`config.mk`:
```
export PLATFORM = sky130hd
export DESIGN_NAME = sopq_cell
export DESIGN_NICKNAME = d
export VERILOG_FILES = /design/src/rtl/core/seqno_ordered_packet_queue_unit_macros.svh /design/src/rtl/core/sopq_pkg.sv /design/src/rtl/core/sopq_cell.sv
export SDC_FILE = /design/constraint.sdc
export NUM_CORES = 1
export LEC_CHECK = 0
export ABC_CLOCK_PERIOD_IN_PS = 6350
export BUFFER_PORTS_ARGS = -buffer_cell sky130_fd_sc_hd__buf_2
export CORE_ASPECT_RATIO = 2
export CORE_UTILIZATION = 48
export CTS_CLUSTER_SIZE = 24
export DETAILED_ROUTE_END_ITERATION = 10
export PLACE_DENSITY = 0.89
export SLEW_MARGIN = 20
export SYNTH_ARGS = -nofsm -noshare
export SYNTH_HDL_FRONTEND = slang
export SYNTH_SLANG_ARGS = --single-unit
```
`constraint.sdc`:
```
create_clock -name i_clk -period 6.35 [get_ports i_clk]
set_input_delay 0.3175 -clock i_clk [delete_from_list [all_inputs] [get_ports i_clk]]
set_output_delay 0.3175 -clock i_clk [all_outputs]
set_load 0.05 [all_outputs]
```
`src/rtl/core/seqno_ordered_packet_queue_unit_macros.svh`:
```
// assertion macros for the sequence-ordered packet queue
// used by the top level only; expects i_clk and i_rst_n in scope
`ifndef SEQNO_ORDERED_PACKET_QUEUE_UNIT_MACROS_SVH
`define SEQNO_ORDERED_PACKET_QUEUE_UNIT_MACROS_SVH

// same-cycle implication
`define SOPQ_AST_IMP(lbl, ante, cons) \
    lbl: assert property (@(posedge i_clk) disable iff (!i_rst_n) (ante) |-> (cons)) \
        else $error("sopq same-cycle check failed");

// next-cycle implication
`define SOPQ_AST_NXT(lbl, ante, cons) \
    lbl: assert property (@(posedge i_clk) disable iff (!i_rst_n) (ante) |=> (cons)) \
        else $error("sopq next-cycle check failed");

`endif

```
`src/rtl/core/sopq_pkg.sv`:
```
// shared types and constants of the sequence-ordered packet queue
// no dependencies
`timescale 1ns / 1ps

package sopq_pkg;

    localparam int HDL_W  = 16;
    localparam int BYT_W  = 16;
    localparam int TIME_W = 32;

    typedef enum logic [3:0] {
        CMD_PUSH_BACK    = 4'd0,
        CMD_PUSH_FRONT_U = 4'd1,
        CMD_ORDERED      = 4'd2,
        CMD_POP_FRONT    = 4'd3,
        CMD_POP_BACK     = 4'd4,
        CMD_PEEK_FRONT   = 4'd5,
        CMD_PEEK_BACK    = 4'd6,
        CMD_REMOVE_SEQ   = 4'd7,
        CMD_PEEK_SEQ     = 4'd8,
        CMD_POP_SENDABLE = 4'd9,
        CMD_DROP_TILL    = 4'd10,
        CMD_TOTAL_SIZE   = 4'd11,
        CMD_SIZE_AT      = 4'd12,
        CMD_SHRINK       = 4'd13,
        CMD_LENGTH       = 4'd14,
        CMD_TOUCH        = 4'd15
    } t_cmd;

    typedef enum logic [1:0] {
        STS_OK   = 2'd0,
        STS_MISS = 2'd1,
        STS_DUP  = 2'd2,
        STS_FULL = 2'd3
    } t_status;

    typedef enum logic [2:0] {
        COP_HOLD,
        COP_LOAD,
        COP_LEFT,
        COP_RIGHT,
        COP_SHRINK
    } t_cell_op;

    typedef enum logic [1:0] {
        MT_EQ,
        MT_GT,
        MT_SENDABLE,
        MT_DROP
    } t_match;

    typedef struct packed {
        logic   eval;
        t_match mode;
    } t_cell_ctl;

    typedef enum logic [1:0] {
        S_IDLE,
        S_EXEC,
        S_DSCAN,
        S_DREM
    } t_state;

endpackage

```
`src/rtl/core/sopq_cell.sv`:
```
// one queue slot: holds an entry, shifts to/from neighbors, keeps a match flag
// depends on sopq_pkg
`timescale 1ns / 1ps

module sopq_cell #(
    parameter int SEQ_BITS = 12
) (
    input  logic                            i_clk,
    input  sopq_pkg::t_cell_ctl             i_ctl,
    input  sopq_pkg::t_cell_op              i_op,
    input  logic signed [SEQ_BITS:0]        i_key,
    input  logic [sopq_pkg::BYT_W-1:0]      i_shrink,
    input  logic [sopq_pkg::HDL_W-1:0]      i_new_hdl,
    input  logic signed [SEQ_BITS:0]        i_new_seq,
    input  logic [sopq_pkg::BYT_W-1:0]      i_new_byt,
    input  logic [sopq_pkg::HDL_W-1:0]      i_lft_hdl,
    input  logic signed [SEQ_BITS:0]        i_lft_seq,
    input  logic [sopq_pkg::BYT_W-1:0]      i_lft_byt,
    input  logic [sopq_pkg::HDL_W-1:0]      i_rgt_hdl,
    input  logic signed [SEQ_BITS:0]        i_rgt_seq,
    input  logic [sopq_pkg::BYT_W-1:0]      i_rgt_byt,
    output logic [sopq_pkg::HDL_W-1:0]      o_hdl,
    output logic signed [SEQ_BITS:0]        o_seq,
    output logic [sopq_pkg::BYT_W-1:0]      o_byt,
    output logic                            o_flag
);

    logic [sopq_pkg::HDL_W-1:0] r_hdl, n_hdl;
    logic signed [SEQ_BITS:0]   r_seq, n_seq;
    logic [sopq_pkg::BYT_W-1:0] r_byt, n_byt;
    logic                       r_flag, n_flag;

    // slot update
    always_comb begin
        n_hdl = r_hdl;
        n_seq = r_seq;
        n_byt = r_byt;
        unique case (i_op)
            sopq_pkg::COP_HOLD: ;
            sopq_pkg::COP_LOAD: begin
                n_hdl = i_new_hdl;
                n_seq = i_new_seq;
                n_byt = i_new_byt;
            end
            sopq_pkg::COP_LEFT: begin
                n_hdl = i_lft_hdl;
                n_seq = i_lft_seq;
                n_byt = i_lft_byt;
            end
            sopq_pkg::COP_RIGHT: begin
                n_hdl = i_rgt_hdl;
                n_seq = i_rgt_seq;
                n_byt = i_rgt_byt;
            end
            sopq_pkg::COP_SHRINK: n_byt = r_byt - i_shrink;
            default: ;
        endcase
    end

    // key compare, captured when a word is taken
    always_comb begin
        n_flag = r_flag;
        if (i_ctl.eval) begin
            unique case (i_ctl.mode)
                sopq_pkg::MT_EQ:       n_flag = (r_seq == i_key);
                sopq_pkg::MT_GT:       n_flag = (r_seq > i_key);
                sopq_pkg::MT_SENDABLE: n_flag = !r_seq[SEQ_BITS];
                sopq_pkg::MT_DROP:     n_flag = !r_seq[SEQ_BITS] && (r_seq < i_key);
                default:               n_flag = 1'b0;
            endcase
        end
    end

    always_ff @(posedge i_clk) begin
        r_hdl  <= n_hdl;
        r_seq  <= n_seq;
        r_byt  <= n_byt;
        r_flag <= n_flag;
    end

    assign o_hdl  = r_hdl;
    assign o_seq  = r_seq;
    assign o_byt  = r_byt;
    assign o_flag = r_flag;

endmodule

```
; Word level (Yosys, flattened, before mapping)
; Index checks and enable logic that the tools add are counted.
[totals]
reg_bits = 46
inputBits = 171
out_inout_bits = 46
wordCells = 24
[classes]
addsub = 1
magnitude_cmp = 2
n_eq_ne = 8
muxes = 4
n_reduce_logical = 5
[op_table]
columns = cell, n
row1 = $pmux W16 S4, 1
row2 = $pmux W16 S3, 1
row3 = $pmux W13 S3, 1
row4 = $sub A16 B16 Y16, 1
row5 = $eq A13 B13 Y1, 1
row6 = $gt A13 B13 Y1, 1
row7 = $lt A13 B13 Y1, 1
row8 = $eq A3 B2 Y1 const B, 2
row9 = $eq A2 B2 Y1 const B, 2
row10 = $pmux W1 S4, 1
row11 = $reduce_bool A4 Y1, 1
row12 = $eq A3 B1 Y1 const B, 1
row13 = $eq A3 B3 Y1 const B, 1
row14 = $reduce_bool A3 Y1, 1
row15 = $eq A2 B1 Y1 const B, 1
row16 = $logic_not A2 Y1, 1
row17 = $logic_and A1 B1 Y1, 1
row18 = $logic_not A1 Y1, 1

; Depth between registers and ports, before layout
; Gate-level depths: netlist (run 1).
[logic_depth]
depth_word = 3
ltp_mapped = 9
ltp_nobuf = 9

; Worst setup path before layout (run 1)
; No wires, ideal clock.
[synth_path]
path_kind = register to register
from = register r_byt (netlist bit o_byt[0])
to = register r_byt (netlist bit o_byt[12]), data pin
setup_time_ps = 263
t_arrival_ps = 2237
required_ps = 6087
path_slack_ps = 3849
path_stages_with_launch = 10
n_path_buf = 0
period_less_slack_ps = 2501
cell_sequence = edfxtp_1 > inv_1 > ha_1 > fa_1 > nor2b_1 > o31a_1 > o31a_1 > o22a_1 > mux2i_1 > nand3_1
[synth_between]
elab_chain_cells = 2
[synth_lines]
columns = element, line_no
row1 = "start, declared", sopq_cell.sv:30  ; logic [sopq_pkg::BYT_W-1:0] r_byt, n_byt;
row2 = "start signal, assigned", sopq_cell.sv:77  ; r_byt <= n_byt;
row3 = $sub A16 B16 Y16, sopq_cell.sv:55  ; sopq_pkg::COP_SHRINK: n_byt = r_byt - i_shrink;
row4 = $pmux W16 S4, sopq_cell.sv:38  ; unique case (i_op)
row5 = named net n_byt (one bit), sopq_cell.sv:30
; The timed path passes the listed nets, and every way through them passes these cells.
; A chain may end at the register's enable or synchronous reset.

; Worst setup path in the final report (run 1)
; Ends and elaborated chain as after synthesis.

==> results of run 1 <==
[worst max-delay path: stages (launching register included)]
cell and delay [ps]:
edfxtp_1 350, inv_1 50, ha_1 200, fa_1 410, nor2b_1 170, o31a_1 190, o31a_1 200, o22a_1 280
mux2i_1 210, nand3_1 90
[area by class of cell]
cell class	instances	area, sq um
fillers	583	2359
clock inverters	2	8.758
flip-flops and latches	46	1381
clock buffers	6	128.9
inverters	35	131.4
repair buffers	221	1119
well taps	92	115.1
diodes	1	2.502
multi-input cells	300	2077
[state kept, by name, indices dropped and copies added, names as in the netlist]
signal,cells
o_flag,1
o_byt,16
o_seq,13
o_hdl,16
[metal layers]
layer | vias up | part of all wire
li1 | 1908 | -
met1 | 1783 | 0.33
met2 | 203 | 0.57
met3 | 32 | 0.062
met4 | 0 | 0.037
met5 | - | 0
[power by group through the flow]
stage | sequential [mW] | combinational [mW] | clock [mW]
finish | 0.391 | 0.432 | 0.248
global route | 0.394 | 0.465 | 0.262
CTS | 0.391 | 0.430 | 0.254
detailed placement | 0.397 | 0.429 | 0
global placement | 0.396 | 0.417 | 0
floorplan | 0.507 | 0.184 | 0
[cells by family after synthesis]
group                    synth area share
AO/OA/AOI/OAI                      0.2302
AND/OR/NAND/NOR                    0.1204
buffers and inverters             0.06154
flip-flops                         0.3754
multiplexers                      0.09283
adder cells (fa/ha/maj)            0.1006
XOR/XNOR                          0.01904
[worst max-delay path by stage]
stage	end	slack [ps]
2_1_floorplan	o_byt[12]	3850
3_3_place_gp	o_byt[12]	3960
3_5_place_dp	o_byt[12]	3900
4_1_cts	o_byt[12]	3960
5_1_grt	o_byt[12]	3870
6_report	o_byt[12]	3960
[Yosys cell counts, types with 3 or more instances]
cell type  count  area (sq um)
nand4_1        4         25.02
xnor2_1        4         35.03
a21o_1        10         75.07
nor2b_1        4         25.02
xor2_1         4         35.03
ha_1          28         350.3
clkbuf_1      13         48.80
nand2b_1       3         18.77
o221ai_1       5         43.79
a21oi_1       26         130.1
and3_1         6         37.54
and4_1         3         26.28
inv_1         35         131.4
nand3_1        9         45.04
o21a_1         8         60.06
nor2_1        13         48.80
buf_1          3         11.26
mux2i_1       33         330.3
o21ai_0       50         250.2
nand2_1       42         157.7
o31a_1         3         26.28
buf_2          6         30.03
nor3_1         4         20.02
edfxtp_1      46          1381
o22ai_1       11         68.82
a221oi_1       3         26.28
==> results.sh, run 1 <==
export IMPL_status="complete, no violations"
export IMPL_max_cap_viol_count=0
export IMPL_vias=3926
export IMPL_final_cell_mix="216 x buf_2, 50 x o21ai_0, 46 x edfxtp_1"
export IMPL_start_util=0.5026
export IMPL_core_sq_mm=0.007322
export IMPL_ctsResizeCount=0
export IMPL_drive_above_1_share=0.3836
export IMPL_tightest_slew_ps=601.5
export IMPL_io_pins=217
export IMPL_postCtsSetupRepairBufs=0
export IMPL_drt_antenna_violating_nets=0
export IMPL_ys_ff_latch=46
export IMPL_vdd_ir_drop_max_v=0.0001158
export IMPL_crit_start="o_byt[0]"
export IMPL_cp_arrival_ps=2420
export IMPL_clkTransAtPathRegs_ps=70
export IMPL_syn_cell_area_sq_mm=0.003680
export IMPL_dpl_hpwl_um=9424
export IMPL_fin_area_sq_mm=0.004964
export IMPL_die_h_um=125.8
export IMPL_regToRegEndpoint="o_byt[12]"
export IMPL_post_route_period_util=0.3764
export IMPL_cts_max_path_buffers=2
export IMPL_cts_tree="yes"
export IMPL_worstHoldPathType="input pin to flop"
export IMPL_critPathKind="flop to flop"
export IMPL_r2r_cells=9
export IMPL_end_kind="flop"
export IMPL_async_flop_share=0
export IMPL_tns_ps=0
export IMPL_finalHoldViolCount=0
export IMPL_drt_wl_total_um=11450
export IMPL_synth_nets=604
export IMPL_grt_usage=0.2833
export IMPL_p_int_mw=0.6734
export IMPL_final_util=0.6779
export IMPL_synthCells=404
export IMPL_postCtsHoldBufs=0
export IMPL_timing_reg2reg_setup_slack_ps=3960
export IMPL_drt_iter0_drc=175
export IMPL_port_buffers=216
export IMPL_yosysSeqAreaShare=0.3754
export IMPL_clk_latency_ps=280
export IMPL_power_switching_mw=0.3968
export IMPL_wl_per_cell_um=16.29
export IMPL_switching_share=0.3708
export IMPL_whs_path_depth=1
export IMPL_p_leak_nw=2.527
export IMPL_area_growth_pct=34.89
export IMPL_yosys_warnings=0
export IMPL_die_area_sq_mm=0.008041
export IMPL_avgSynthCellArea_sq_um=9.108
export IMPL_p_per_area_mw_per_mm2=215.6
export IMPL_antenna_found_initial=1
export IMPL_min_period_ps=2390
export IMPL_final_common_cell="buf_2"
export IMPL_pwr_share_seq=0.365
export IMPL_grt_pass1_wl_um=17520
export IMPL_hold_end="o_flag"
export IMPL_die_w_um=63.91
export IMPL_use_met1=0.2429
export IMPL_ys_dominant_reg_cell="edfxtp_1"
export IMPL_reg2reg_from="o_byt[0]"
export IMPL_gr_usage_met2=0.5763
export IMPL_top_usage_layer="met2"
export IMPL_place_area_sq_mm=0.004823
export IMPL_pwr_share_clk=0.232
export IMPL_cts_made_buffers=5
export IMPL_h_tree_depth=2
export IMPL_grt_max_degree=48
export IMPL_setup_violations_final=0
export IMPL_drv_slew=0
export IMPL_cts_root_buffer="clkbuf_16"
export IMPL_fp_row_count=44
export IMPL_viasPerCell=5.585
export IMPL_final_nets=809
export IMPL_fmaxAchievable_mhz=418.4
export IMPL_worst_hold_slack_ps=247.2
export IMPL_synth_edff_count=46
export IMPL_synthDistinctLibCells=49
export IMPL_critPathMaxFanout=4
export IMPL_grt_util_met3=0.04891
export IMPL_required_ps=6380
export IMPL_place_congestion=0.9037
export IMPL_pwr_share_comb=0.403
export IMPL_setup_slack_ps=3960
export IMPL_drc=0
export IMPL_min_delay_start="i_ctl[2]"
export IMPL_clock_sinks=46
export IMPL_final_cells=703
export IMPL_rsz0062_at_grt="no"
export IMPL_grt_pass1_vias=3919
export IMPL_dpl_cell_count=694
export IMPL_power_total_mw=1.070
export IMPL_dp_slack_ps=3904
export IMPL_relSlewSlack=0.5990
export IMPL_grt_overflow_total=0
export IMPL_skew_ps=6.684
export IMPL_worstSetupStartpointType="flop"
export IMPL_first_pass_iters=4
Power figures use the tool's default switching activity.
==> run 2, diff against run 1 <==
--- a/config.mk
+++ b/config.mk
@@ -5,13 +5,13 @@
 export SDC_FILE = /design/constraint.sdc
 export NUM_CORES = 1
 export LEC_CHECK = 0
-export ABC_CLOCK_PERIOD_IN_PS = 6350
+export ABC_CLOCK_PERIOD_IN_PS = 2200
 export BUFFER_PORTS_ARGS = -buffer_cell sky130_fd_sc_hd__buf_2
 export CORE_ASPECT_RATIO = 2
-export CORE_UTILIZATION = 48
+export CORE_UTILIZATION = 45
 export CTS_CLUSTER_SIZE = 24
 export DETAILED_ROUTE_END_ITERATION = 10
-export PLACE_DENSITY = 0.89
+export PLACE_DENSITY = 0.84
 export SLEW_MARGIN = 20
 export SYNTH_ARGS = -nofsm -noshare
 export SYNTH_HDL_FRONTEND = slang
==> constraint.sdc (replaced) <==
create_clock -name i_clk -period 2.2 [get_ports i_clk]
set_input_delay 0.11 -clock i_clk [delete_from_list [all_inputs] [get_ports i_clk]]
set_output_delay 0.11 -clock i_clk [all_outputs]
set_load 0.05 [all_outputs]
==> results.sh, run 2 (same netlist as run 1, synthesis figures left out) <==
export IMPL_status="complete, but fails checks"
export IMPL_violations="negative setup slack"
export IMPL_core_sq_mm=0.007943
export IMPL_timing_reg2reg_setup_slack_ps=-90
export IMPL_power_total_mw=3.464
export IMPL_route_met3_wl_um=879
export IMPL_p_per_area_mw_per_mm2=659.8
export IMPL_drive_above_1_share=0.4320
export IMPL_post_route_period_util=1.039
export IMPL_cts_tree="yes"
export IMPL_viasPerCell=5.546
export IMPL_dpl_hpwl_um=9821
export IMPL_drc=0
export IMPL_drt_iter0_drc=138
export IMPL_dr_wl_met2_um=6836
export IMPL_final_cells=721
export IMPL_clkTransAtPathRegs_ps=60
export IMPL_first_pass_iters=4
export IMPL_highest_layer="met4"
export IMPL_worstHoldPathType="input pin to flop"
export IMPL_place_congestion=0.9661
export IMPL_port_buffers=216
export IMPL_dpl_cell_count=711
export IMPL_finalHoldViolCount=0
export IMPL_end_kind="flop"
export IMPL_max_cap_viol_count=0
export IMPL_diodes=0
export IMPL_wl_per_cell_um=16.76
export IMPL_min_period_ps=2285
export IMPL_required_ps=2240
export IMPL_fmaxAchievable_mhz=437.6
export IMPL_tightest_slew_ps=602.4
export IMPL_fp_row_count=46
export IMPL_critPathMaxFanout=2
export IMPL_skew_ps=7.978
export IMPL_postCtsHoldBufs=0
export IMPL_cts_root_buffer="clkbuf_16"
export IMPL_final_common_cell="buf_2"
export IMPL_worst_hold_slack_ps=31.37
export IMPL_rsz0062_at_grt="yes"
export IMPL_vdd_ir_drop_max_v=0.0004114
export IMPL_drv_slew=0
export IMPL_dp_slack_ps=-136.7
export IMPL_clk_latency_ps=290
export IMPL_grt_usage=0.2734
export IMPL_setup_slack_ps=-85.39
export IMPL_cts_made_buffers=5
export IMPL_grt_max_degree=53
export IMPL_setup_violations_final=2
export IMPL_die_area_sq_mm=0.008565
export IMPL_tns_ps=-125.3
export IMPL_antenna_found_initial=0
export IMPL_critPathKind="flop to flop"
export IMPL_worstSetupStartpointType="flop"
export IMPL_grt_overflow_total=0
export IMPL_area_growth_pct=42.67
export IMPL_grt_pass1_wl_um=17520
export IMPL_io_pins=217
export IMPL_drt_wl_total_um=12080
export IMPL_start_util=0.4633
export IMPL_vias=3999
export IMPL_final_nets=824
export IMPL_drt_antenna_violating_nets=0
export IMPL_die_h_um=129.9
export IMPL_wl_met1_um=4031
export IMPL_fillers=652
export IMPL_die_w_um=65.94
export IMPL_clock_sinks=46
export IMPL_grt_pass1_vias=3787
export IMPL_relSlewSlack=0.5984
export IMPL_p_leak_nw=2.615
export IMPL_whs_path_depth=1
export IMPL_h_tree_depth=2
export IMPL_cp_arrival_ps=2320
export IMPL_cts_max_path_buffers=2
export IMPL_final_cell_mix="216 x buf_2, 49 x o21ai_0, 46 x edfxtp_1"
export IMPL_r2r_cells=7
run 2: cell types whose count changed in the layout (fill, tap and decap cells not counted), moves of 4 or more:
cell     delta
ha_1        -9
ha_4        +5
ha_2        +4
a21oi_1     -4
buf_4      +14
a21oi_2     +4
run 2: worst max-delay path, cell delays in order (launching register included):
cell,delay [ps]
edfxtp_1,430
ha_4,240
a211o_1,250
a221o_1,320
a21oi_2,190
mux2i_2,280
o22ai_1,120
a31o_2,220
run 2: metrics by stage:
stage | instance area, sq um | util
2_1_floorplan | 3699 | -
3_3_place_gp | 4945 | 0.6226
4_1_cts | 5174 | 0.6514
5_1_grt | 5250 | 0.6610
3_5_place_dp | 4945 | 0.6226
6_report | 5250 | 0.6610
run 2: what timing repair did:
action                     4_1_cts  5_1_grt
setup endpoints to repair        4        9
resized for setup                3       17
pin swaps                        3        4
buffers inserted                 1        1
run 2: report_power, final:
part	leakage, nW	total, mW	internal, mW	switching, mW
Sequential	0.442	1.13	1.09	0.0481
Clock	0.0940	0.977	0.653	0.325
Combinational	2.08	1.35	0.514	0.840
Total	2.62	3.46	2.25	1.21
run 2: cell type report:
| cell class | instances | area [sq um] | area share |
|---|---|---|---|
| multi-input cells | 300 | 2188 | 0.4168 |
| clock inverters | 3 | 68.82 | 0.01311 |
| clock buffers | 5 | 125.1 | 0.02383 |
| well taps | 96 | 120.1 | 0.02288 |
| repair buffers | 236 | 1235 | 0.2352 |
| inverters | 35 | 131.4 | 0.02502 |
| flip-flops and latches | 46 | 1381 | 0.2631 |
run 2: metal layers:
| layer | global-route usage | vias up |
|---|---|---|
| met1 | 0.2630 | 1821 |
| met2 | 0.5444 | 208 |
| li1 | - | 1942 |
| met3 | 0.04021 | 28 |
| met5 | 0 | - |
| met4 | 0.1202 | 0 |
run 2: path summary, 6_finish.rpt:
check / startpoint / to
worst min register to register: o_byt[15] / o_byt[15]
worst min-delay path: i_ctl[2] / o_flag
worst max register to register: o_seq[2] / o_flag
worst max-delay path: o_seq[2] / o_flag
==> run 3, diff against run 2 <==
--- a/config.mk
+++ b/config.mk
@@ -8,6 +8,7 @@
 export ABC_CLOCK_PERIOD_IN_PS = 2200
 export BUFFER_PORTS_ARGS = -buffer_cell sky130_fd_sc_hd__buf_2
 export CORE_ASPECT_RATIO = 2
+export CORE_MARGIN = 10
 export CORE_UTILIZATION = 45
 export CTS_CLUSTER_SIZE = 24
 export DETAILED_ROUTE_END_ITERATION = 10
==> results.sh, run 3 (same netlist as run 1, synthesis figures left out) <==
export IMPL_die_h_um=147.9
export IMPL_use_met1=0.2080
export IMPL_grt_usage=0.2177
export IMPL_critPathMaxStageDelay_ps=400
export IMPL_min_delay_start="i_ctl[2]"
export IMPL_status="complete, but fails checks"
export IMPL_final_nets=831
export IMPL_pwr_share_seq=0.338
export IMPL_cts_made_buffers=5
export IMPL_multi_input_area_sq_mm=0.002177
export IMPL_gr_usage_met2=0.4133
export IMPL_drt_antenna_violating_nets=0
export IMPL_r2r_cells=9
export IMPL_h_tree_depth=2
export IMPL_whs_path_depth=1
export IMPL_core_sq_mm=0.007943
export IMPL_violations="negative setup slack"
export IMPL_reg2reg_from="o_byt[0]"
export IMPL_clkTransAtPathRegs_ps=60
export IMPL_timing_reg2reg_setup_slack_ps=-60
export IMPL_grt_overflow_total=0
export IMPL_worstSetupStartpointType="flop"
export IMPL_io_pins=217
export IMPL_grt_max_degree=79
export IMPL_regToRegEndpoint="o_byt[8]"
export IMPL_drv_slew=0
export IMPL_first_pass_iters=4
export IMPL_fin_area_sq_mm=0.005271
export IMPL_rsz0062_at_grt="yes"
export IMPL_power_switching_mw=1.210
export IMPL_skew_ps=3.999
export IMPL_grt_util_met3=0.06219
export IMPL_p_int_mw=2.145
export IMPL_max_cap_viol_count=0
export IMPL_cp_arrival_ps=2310
export IMPL_place_congestion=0.9444
export IMPL_regArea_sq_mm=0.001381
export IMPL_pwr_share_comb=0.410
export IMPL_viasPerCell=5.476
export IMPL_clock_sinks=46
export IMPL_die_w_um=83.94
export IMPL_end_kind="flop"
export IMPL_crit_slowest_cell="edfxtp_1"
export IMPL_p_leak_nw=2.645
export IMPL_die_area_sq_mm=0.01241
export IMPL_crit_top_cell="o31a_1"
export IMPL_fp_row_count=46
export IMPL_setup_violations_final=4
export IMPL_dpl_cell_count=713
export IMPL_drive_above_1_share=0.4367
export IMPL_fmaxAchievable_mhz=441.7
export IMPL_grt_pass1_vias=4343
export IMPL_vias=3992
export IMPL_cp_cell_sequence="inv_1 > ha_2 > fa_2 > nor2b_2 > o31a_1 > o31a_1 > o22a_2 > xor2_1 > a21o_1"
export IMPL_min_period_ps=2264
export IMPL_critPathMaxFanout=3
export IMPL_cts_root_buffer="clkbuf_16"
export IMPL_grt_pass1_wl_um=22110
export IMPL_port_buffers=216
export IMPL_place_area_sq_mm=0.004972
export IMPL_wl_per_cell_um=19.80
export IMPL_drc=0
export IMPL_clk_latency_ps=290
export IMPL_drt_iter0_drc=130
export IMPL_final_common_cell="buf_2"
export IMPL_tightest_slew_ps=563.5
export IMPL_area_growth_pct=43.25
export IMPL_final_util=0.6637
export IMPL_dp_slack_ps=-98.30
export IMPL_switching_share=0.3607
export IMPL_worstHoldPathType="input pin to flop"
export IMPL_required_ps=2250
export IMPL_post_route_period_util=1.029
export IMPL_cts_tree="yes"
export IMPL_pwr_share_clk=0.252
export IMPL_antenna_found_initial=1
export IMPL_vdd_ir_drop_max_v=0.0003946
export IMPL_relSlewSlack=0.6244
export IMPL_critPathKind="flop to flop"
export IMPL_setup_slack_ps=-64.09
export IMPL_dpl_hpwl_um=12110
export IMPL_drt_wl_total_um=14430
export IMPL_fillers=665
export IMPL_finalHoldViolCount=0
export IMPL_final_cell_mix="216 x buf_2, 49 x o21ai_0, 46 x edfxtp_1"
export IMPL_p_per_area_mw_per_mm2=636.4
export IMPL_start_util=0.4633
export IMPL_final_cells=729
export IMPL_top_usage_layer="met2"
export IMPL_cts_max_path_buffers=2
export IMPL_hold_end="o_flag"
[run 3: worst max-delay path, delay by kind of cell, from the launching register on]
family                     cells  cell delay [ps]
xor gates and xnor gates       1              160
and+or+nand+nor                1               50
DFF                            1              400
adders and majority gates      2              390
buffers and inverters          1               80
AOI/OAI and AO/OA              4              960
[run 3: area by class of cell]
| cell class | count | area share |
|---|---|---|
| multi-input combinational | 300 | 0.4130 |
| sequential | 46 | 0.2620 |
| timing repair buffer | 243 | 0.2459 |
| clock buffer | 7 | 0.02516 |
| inverter | 35 | 0.02492 |
| tap | 96 | 0.02279 |
| clock inverter | 1 | 0.005697 |
| antenna | 1 | 0.0004747 |
[run 3: worst max path at each step]
stage | startpoint | to | slack (ps) | cells after the start
final | o_byt[0] | o_byt[8] | -60 | 9
after global routing | o_byt[0] | o_byt[8] | -150 | 9
after CTS | o_byt[0] | o_byt[8] | -60 | 9
after detailed placement | o_byt[0] | o_byt[8] | -100 | 9
after global placement | o_byt[0] | o_byt[8] | -30 | 9
after floorplan | o_byt[0] | o_byt[8] | -250 | 9
[run 3: layer usage]
layer / wire length, um / vias to the layer above / share of wire
met2: 7997 / 193 / 0.55
met1: 4830 / 1825 / 0.33
met3: 1176 / 25 / 0.081
met5: 0 / - / 0
met4: 429 / 0 / 0.030
li1: - / 1949 / -
[run 3: power groups by stage]
stage | Combinational, mW | Clock, mW | Sequential (mW)
final | 1.38 | 0.846 | 1.13
after global placement | 1.29 | 0 | 1.14
after detailed placement | 1.32 | 0 | 1.15
after global routing | 1.48 | 0.887 | 1.14
after CTS | 1.34 | 0.857 | 1.13
after floorplan | 0.536 | 0 | 1.46
[run 3: what timing repair did]
action,CTS,global route
endpoints found under the setup margin,5,10
hold buffers,0,0
pin swaps,3,9
resized for setup,3,16
buffers inserted,5,2
[run 3: stage by stage]
step	total power [mW]	setup TNS, ps	hold WS, ps
after global routing	3.513	-596.9	55.07
after floorplan	1.999	-973.4	222.5
final	3.355	-150.5	62.86
after detailed placement	2.470	-265.2	356.9
after CTS	3.332	-94.79	64.89
after global placement	2.438	-29.01	354.3
